--- src/sv/tdpc_pkg.sv ---
// shared types and constants for the trial division prime counter
// no dependencies

package tdpc_pkg;

  localparam int unsigned VALUE_BITS = 20;
  localparam int unsigned COUNT_BITS = 16;
  // trial divisor reaches one above the integer square root
  localparam int unsigned D_BITS     = (VALUE_BITS + 1) / 2 + 1;
  localparam int unsigned SQ_BITS    = VALUE_BITS + 1;
  localparam int unsigned IDX_BITS   = $clog2(VALUE_BITS);

  typedef struct packed {
    logic [VALUE_BITS-1:0] value;
    logic                  last;
  } in_item_t;

  typedef struct packed {
    logic                  is_prime;
    logic [COUNT_BITS-1:0] chunk_count;
    logic                  chunk_done;
  } out_item_t;

  typedef struct packed {
    logic done;
    logic zero;
  } rem_status_t;

  typedef enum logic [1:0] {
    ST_IDLE,
    ST_CHECK,
    ST_DIV,
    ST_FINISH
  } tdpc_state_e;

endpackage

--- src/sv/tdpc_rem.sv ---
// bit-serial restoring remainder unit, one dividend bit per cycle
// depends on tdpc_pkg

module tdpc_rem import tdpc_pkg::*; (
  input  logic                  clk_i,
  input  logic                  rst_ni,
  input  logic                  start_i,
  input  logic [VALUE_BITS-1:0] dividend_i,
  input  logic [D_BITS-1:0]     divisor_i,
  output rem_status_t           status_o
);

  logic                busy_q, busy_d;
  logic [IDX_BITS-1:0] idx_q, idx_d;
  logic [D_BITS-1:0]   r_q, r_d;
  rem_status_t         status_q, status_d;
  logic [D_BITS:0]     trial;
  logic [D_BITS:0]     diff;
  logic                ge;

  always_comb begin
    trial    = {r_q, dividend_i[idx_q]};
    diff     = trial - {1'b0, divisor_i};
    ge       = trial >= {1'b0, divisor_i};
    busy_d   = busy_q;
    idx_d    = idx_q;
    r_d      = r_q;
    status_d = '0;
    if (start_i) begin
      busy_d = 1'b1;
      idx_d  = IDX_BITS'(VALUE_BITS - 1);
      r_d    = '0;
    end else if (busy_q) begin
      r_d = ge ? diff[D_BITS-1:0] : trial[D_BITS-1:0];
      if (idx_q == '0) begin
        busy_d        = 1'b0;
        status_d.done = 1'b1;
        status_d.zero = (r_d == '0);
      end else begin
        idx_d = idx_q - 1'b1;
      end
    end
  end

  always_ff @(posedge clk_i or negedge rst_ni) begin
    if (!rst_ni) begin
      busy_q   <= 1'b0;
      status_q <= '0;
    end else begin
      busy_q   <= busy_d;
      status_q <= status_d;
    end
  end

  always_ff @(posedge clk_i) begin
    idx_q <= idx_d;
    r_q   <= r_d;
  end

  assign status_o = status_q;

endmodule

--- src/sv/trial_division_prime_counter.sv ---
// top level of the trial division prime counter
// depends on tdpc_pkg and tdpc_rem

// Tests each value for primality by trying divisors 2, 3, ... while d*d <= value,
// and reports the prime flag with the running prime count of the chunk (saturating,
// cleared after the item flagged last). One item is in work at a time; input ready
// is low until its result is in the output register. Each trial divisor is tested
// by the bit-serial remainder unit over all VALUE_BITS dividend bits, and values
// below 4 finish without any trial division.

module trial_division_prime_counter import tdpc_pkg::*; (
  input  logic      clk_i,
  input  logic      rst_ni,
  input  logic      in_valid_i,
  output logic      in_ready_o,
  input  in_item_t  in_item_i,
  output logic      out_valid_o,
  input  logic      out_ready_i,
  output out_item_t out_item_o
);

  tdpc_state_e           state_q, state_d;
  logic [VALUE_BITS-1:0] value_q;
  logic                  last_q;
  logic [D_BITS-1:0]     div_q;
  logic [SQ_BITS-1:0]    sq_q;
  logic                  prime_q, prime_d;
  logic [COUNT_BITS-1:0] count_q, count_d;
  logic                  out_valid_q, out_valid_d;
  out_item_t             out_item_q;
  rem_status_t           rem_status;
  logic                  accept;
  logic                  rem_start;
  logic                  load_out;
  logic                  below_two;
  logic                  sq_over;
  logic                  step_div;
  logic [COUNT_BITS-1:0] count_inc;

  assign below_two = value_q < VALUE_BITS'(2);
  assign sq_over   = sq_q > {1'b0, value_q};
  assign accept    = in_valid_i && in_ready_o;

  tdpc_rem u_rem (
    .clk_i      (clk_i),
    .rst_ni     (rst_ni),
    .start_i    (rem_start),
    .dividend_i (value_q),
    .divisor_i  (div_q),
    .status_o   (rem_status)
  );

  // next state
  always_comb begin
    state_d = state_q;
    case (state_q)
      ST_IDLE:   if (in_valid_i) state_d = ST_CHECK;
      ST_CHECK:  state_d = (below_two || sq_over) ? ST_FINISH : ST_DIV;
      ST_DIV: begin
        if (rem_status.done) state_d = rem_status.zero ? ST_FINISH : ST_CHECK;
      end
      ST_FINISH: if (!out_valid_q || out_ready_i) state_d = ST_IDLE;
      default:   state_d = ST_IDLE;
    endcase
  end

  // outputs of the sequencer
  always_comb begin
    in_ready_o = 1'b0;
    rem_start  = 1'b0;
    load_out   = 1'b0;
    step_div   = 1'b0;
    prime_d    = prime_q;
    case (state_q)
      ST_IDLE:   in_ready_o = 1'b1;
      ST_CHECK: begin
        if (below_two) prime_d = 1'b0;
        else if (sq_over) prime_d = 1'b1;
        else rem_start = 1'b1;
      end
      ST_DIV: begin
        if (rem_status.done) begin
          if (rem_status.zero) prime_d = 1'b0;
          else step_div = 1'b1;
        end
      end
      ST_FINISH: load_out = !out_valid_q || out_ready_i;
      default:   ;
    endcase
  end

  // count and output register
  always_comb begin
    count_inc = count_q;
    if (prime_q && count_q != {COUNT_BITS{1'b1}}) count_inc = count_q + 1'b1;
    count_d     = count_q;
    out_valid_d = out_valid_q;
    if (out_valid_q && out_ready_i) out_valid_d = 1'b0;
    if (load_out) begin
      out_valid_d = 1'b1;
      count_d     = last_q ? '0 : count_inc;
    end
  end

  always_ff @(posedge clk_i or negedge rst_ni) begin
    if (!rst_ni) begin
      state_q     <= ST_IDLE;
      count_q     <= '0;
      out_valid_q <= 1'b0;
    end else begin
      state_q     <= state_d;
      count_q     <= count_d;
      out_valid_q <= out_valid_d;
    end
  end

  always_ff @(posedge clk_i) begin
    prime_q <= prime_d;
    if (accept) begin
      value_q <= in_item_i.value;
      last_q  <= in_item_i.last;
      div_q   <= D_BITS'(2);
      sq_q    <= SQ_BITS'(4);
    end else if (step_div) begin
      div_q <= div_q + 1'b1;
      sq_q  <= sq_q + SQ_BITS'({div_q, 1'b1});
    end
    if (load_out) begin
      out_item_q.is_prime    <= prime_q;
      out_item_q.chunk_count <= count_inc;
      out_item_q.chunk_done  <= last_q;
    end
  end

  assign out_valid_o = out_valid_q;
  assign out_item_o  = out_item_q;

endmodule

--- config.mk ---
export PLATFORM = sky130hd
export DESIGN_NAME = trial_division_prime_counter
export DESIGN_NICKNAME = d
export VERILOG_FILES = /design/src/sv/tdpc_pkg.sv /design/src/sv/tdpc_rem.sv /design/src/sv/trial_division_prime_counter.sv
export SDC_FILE = /design/constraint.sdc
export NUM_CORES = 1
export LEC_CHECK = 0
export ABC_AREA = 1
export BUFFER_PORTS_ARGS = -buffer_cell sky130_fd_sc_hd__buf_4
export CAP_MARGIN = 5
export CELL_PAD_IN_SITES_DETAIL_PLACEMENT = 1
export CELL_PAD_IN_SITES_GLOBAL_PLACEMENT = 1
export CORE_UTILIZATION = 35
export DETAILED_ROUTE_END_ITERATION = 8
export PLACE_DENSITY_LB_ADDON = 0.1
export SYNTH_ARGS = -nofsm -noshare
export SYNTH_HDL_FRONTEND = slang
export SYNTH_SLANG_ARGS = --single-unit
--- constraint.sdc ---
create_clock -name clk_i -period 2.9 [get_ports clk_i]
set_input_delay 0.725 -clock clk_i [delete_from_list [all_inputs] [get_ports clk_i]]
set_output_delay 0.725 -clock clk_i [all_outputs]
set_load 0.01 [all_outputs]
==> flow_summary.toml <==
[outcome]
outcome = "completed"

[setup_path]
path_cells = "inv_1 -> a21oi_1 -> o21ai_0 -> nand4_1 -> nand2_1 -> inv_1 -> ha_2 -> inv_2 -> fa_2 -> nand3_2 -> nand3_4 -> nand3_4 -> nand4_4 -> buf_6 -> o21ai_4 -> nand2_1 -> nor2_1 -> nand2_1 -> nor2_1"
cpMaxStageDelayCell = "dfxtp_1"
path_delay_family = "simple AND/OR/NAND/NOR gates"
timing.critical_path.mode_cell = "nand2_1"
crit_buf_inv = 4
cp-startpoint = "u_rem.idx_q[1]"
cp-start-kind = "register"
r2r_slack_ns = 0.12
max_stage_delay_ns = 0.45
crit_cells = 19
cp_data_arrival_time_ns = 3.08
critical_path_required_ns = 3.20
cp-endpoint = "u_rem.status_o[0]"
rr_startpoint = "u_rem.idx_q[1]"
rr_endpoint = "u_rem.status_o[0]"
ff2ff_path_depth = 19
crit_fanout = 5
end_kind = "register"
crit_type = "reg2reg"

[timing]
finClkSkew_ns = 0.0110
rsz0062_at_grt = "true"
tightestPinTransition_ns = 0.612
slew_violations = 0
fmax_mhz = 359
fin_crit_ns = 2.78
finalHoldViolations = 0
fin_crit_sh = 0.959
worst_slack_ns = 0.117
maxSlewHeadroom = 0.588
finalSetupViolCount = 0

[global_routing]
grt_pass1_wl_um = 30100
gr-usage-met2 = 0.326
grt_pass1_vias = 5960
antenna_found_initial = 0
gr-usage-met1 = 0.262
grt_use_total = 0.195
grt.met3_usage = 0.0284
grt_max_degree = 29
grt.overflow.total = 0
busiest_layer = "met2"

[power_and_ir_drop]
leakagePower_nw = 3.88
powerDensity_nw_per_um2 = 982
total_power_mw = 7.80
irDropWorstVdd_v = 0.000432

[final_layout]
final_nets = 1025
layout-drive-gt1-share = 0.161
diodes = 0
stdcell_count = 1192
area_growth_pct = 19.2

[synthesis]
syn_inst = 878
synth-seq-area-share = 0.407
ys_types = 40
synth_ff_type = "dfxtp_1"
synth_area_um2 = 6660
yosys_warnings = 0
synth-seq-cells = 110
async_flop_share = 0.200
synth.avg_cell_area_um2 = 7.58
yosys.area.top_type = "edfxtp_1"
synth_area_leaders = "edfxtp_1 18%, dfxtp_1 14%, nand2_1 12%"
synth_top_area_frac = 0.180
synth_fp_nets = 950
synth_edf_count = 40

[clocking]
clock_sinks = 110
clk_pin_slew_ns = 0.08
cts_hold_buf = 0
clk_latency_ns = 0.37
clock_path_buffers = 2
clockRootBuffer = "clkbuf_16"
htreeDepth = 3
cts_made_buffers = 9
cts_tree = "built"

[placed_design]
io_buffers = 44
dp_slack_ns = -0.122
dp.cells = 1169
finalWeightedCongestion = 0.826
dpl.hpwl_um = 13900

[die]
io_pins = 45
core_um2 = 18700
die_h_um = 140
dieArea_um2 = 19600
row_count = 50
start_util = 0.356
fp.dieW_um = 140

[drt]
via_count = 5781
vias_per_cell = 4.85
drt_pass1_iterations = 4
wl_per_cell_um = 15.0
drc = 0
antenna_left = 0
drt_iter0_markers = 195
wl_um = 17800

[min_path]
hp-class = "in2async"

[run]
drv_cap = 0
## where the power goes
group          total, mW  internal [mW]  leakage [nW]  switching, mW
combinational       4.04           1.63          2.67           2.41
sequential          2.47           2.11          1.06          0.365
clock               1.29          0.656         0.150          0.634
total               7.80           4.39          3.88           3.40
## how the worst min path moves through the flow
stage	start	end	slack, ns	cells past startpoint
2_1_floorplan	rst_ni	count_q[0]	0.43	0
3_3_place_gp	u_rem.idx_q[4]	u_rem.idx_q[4]	0.46	2
3_5_place_dp	u_rem.idx_q[4]	u_rem.idx_q[4]	0.47	2
4_1_cts	rst_ni	count_q[13]	0.25	1
5_1_grt	rst_ni	count_q[13]	0.26	1
6_report	rst_ni	count_q[13]	0.25	1
## cells by family after synthesis
family / count (synthesis) / synth area share
simple gates: 405 / 0.263
buf+inv: 160 / 0.0932
flops: 110 / 0.407
fa+ha+maj: 47 / 0.0906
xor+xnor: 31 / 0.0408
compound gates: 125 / 0.105
## worst register-to-register path, stage by stage (launching register included)
cell	delay (ns)
dfxtp_1	0.45
inv_1	0.13
a21oi_1	0.12
o21ai_0	0.11
nand4_1	0.15
nand2_1	0.07
inv_1	0.05
ha_2	0.17
inv_2	0.05
fa_2	0.38
nand3_2	0.09
nand3_4	0.09
nand3_4	0.10
nand4_4	0.12
buf_6	0.17
o21ai_4	0.15
nand2_1	0.07
nor2_1	0.10
nand2_1	0.06
nor2_1	0.08
## state kept, by name, summed over array words and instances (netlist names)
register	cells
out_valid_o	1
u_rem.idx_q	5
out_item_o	18
u_rem.busy_q	1
sq_q	21
count_q	16
last_q	1
state_q	2
div_q	11
value_q	20
u_rem.status_o	2
prime_q	1
u_rem.r_q	11
## layout make-up
cell class | instances | area, um^2
Inverter | 146 | 551
Clock buffer | 11 | 254
Clock inverter | 5 | 50.0
Multi-Input combinational cell | 608 | 3450
Tap cell | 234 | 293
Timing Repair Buffer | 78 | 617
Sequential cell | 110 | 2720
Fill cell | 2303 | 10800
## stage by stage
step	setup TNS, ns	util	instance area [um^2]	hold WS, ns
floorplan	0	-	6660	0.429
global placement	-0.117	0.397	7430	0.459
detailed placement	-0.361	0.397	7430	0.474
CTS	0	0.414	7750	0.249
global route	-0.524	0.424	7940	0.260
finish	0	0.424	7940	0.248
## synth_stat cells, types with 2 or more instances
master and n:
a21o_1 3, a21oi_1 44, a21oi_2 4, a31oi_1 4
and3_1 3, buf_2 4, buf_6 2, clkbuf_1 7
dfrtp_1 22, dfxtp_1 48, edfxtp_1 40, fa_1 2
ha_1 45, inv_1 142, inv_2 4, nand2_1 217
nand2_2 4, nand3_1 44, nand3_2 3, nand4_1 12
nand4_2 2, nor2_1 87, nor2_2 2, nor2_4 2
nor3_1 17, nor3_2 4, nor4_1 6, o211ai_1 5
o21ai_0 45, o21ai_1 5, o21ai_2 2, o21bai_1 3
o22ai_1 8, xnor2_1 5, xor2_1 26
## placed cells by master (no fill, tap or decap), drive strengths merged
cell type	synthesis	routed
clkinv	0	2
ha	45	45
nand3b	1	1
a21o	3	3
dfrtp	22	22
a31oi	4	4
nand3	47	47
o22ai	8	8
a21oi	48	48
edfxtp	40	40
o21ai	52	52
fa	2	2
buf	7	78
nor4	6	6
xnor2	5	5
clkbuf	7	11
a22o	1	1
nand4	14	14
o21bai	3	3
xor2	26	26
o211ai	5	5
and3	3	3
nor2	91	91
nand2	222	222
dfxtp	48	48
nor3	21	21
inv	146	149
a32oi	1	1
## routing by layer
metal	wire (um)	up-vias
met1	8960	2721
li1	-	3001
met4	220	0
met3	406	15
met5	0	-
met2	8250	44
## repair_timing
| action | in CTS | in global routing |
|---|---|---|
| setup buffers | 0 | 7 |
| endpoints found under the setup margin | 6 | 10 |
| pin swaps | 0 | 19 |
| resized for setup | 5 | 42 |
No activity file was read; power rests on OpenSTA's default activity.
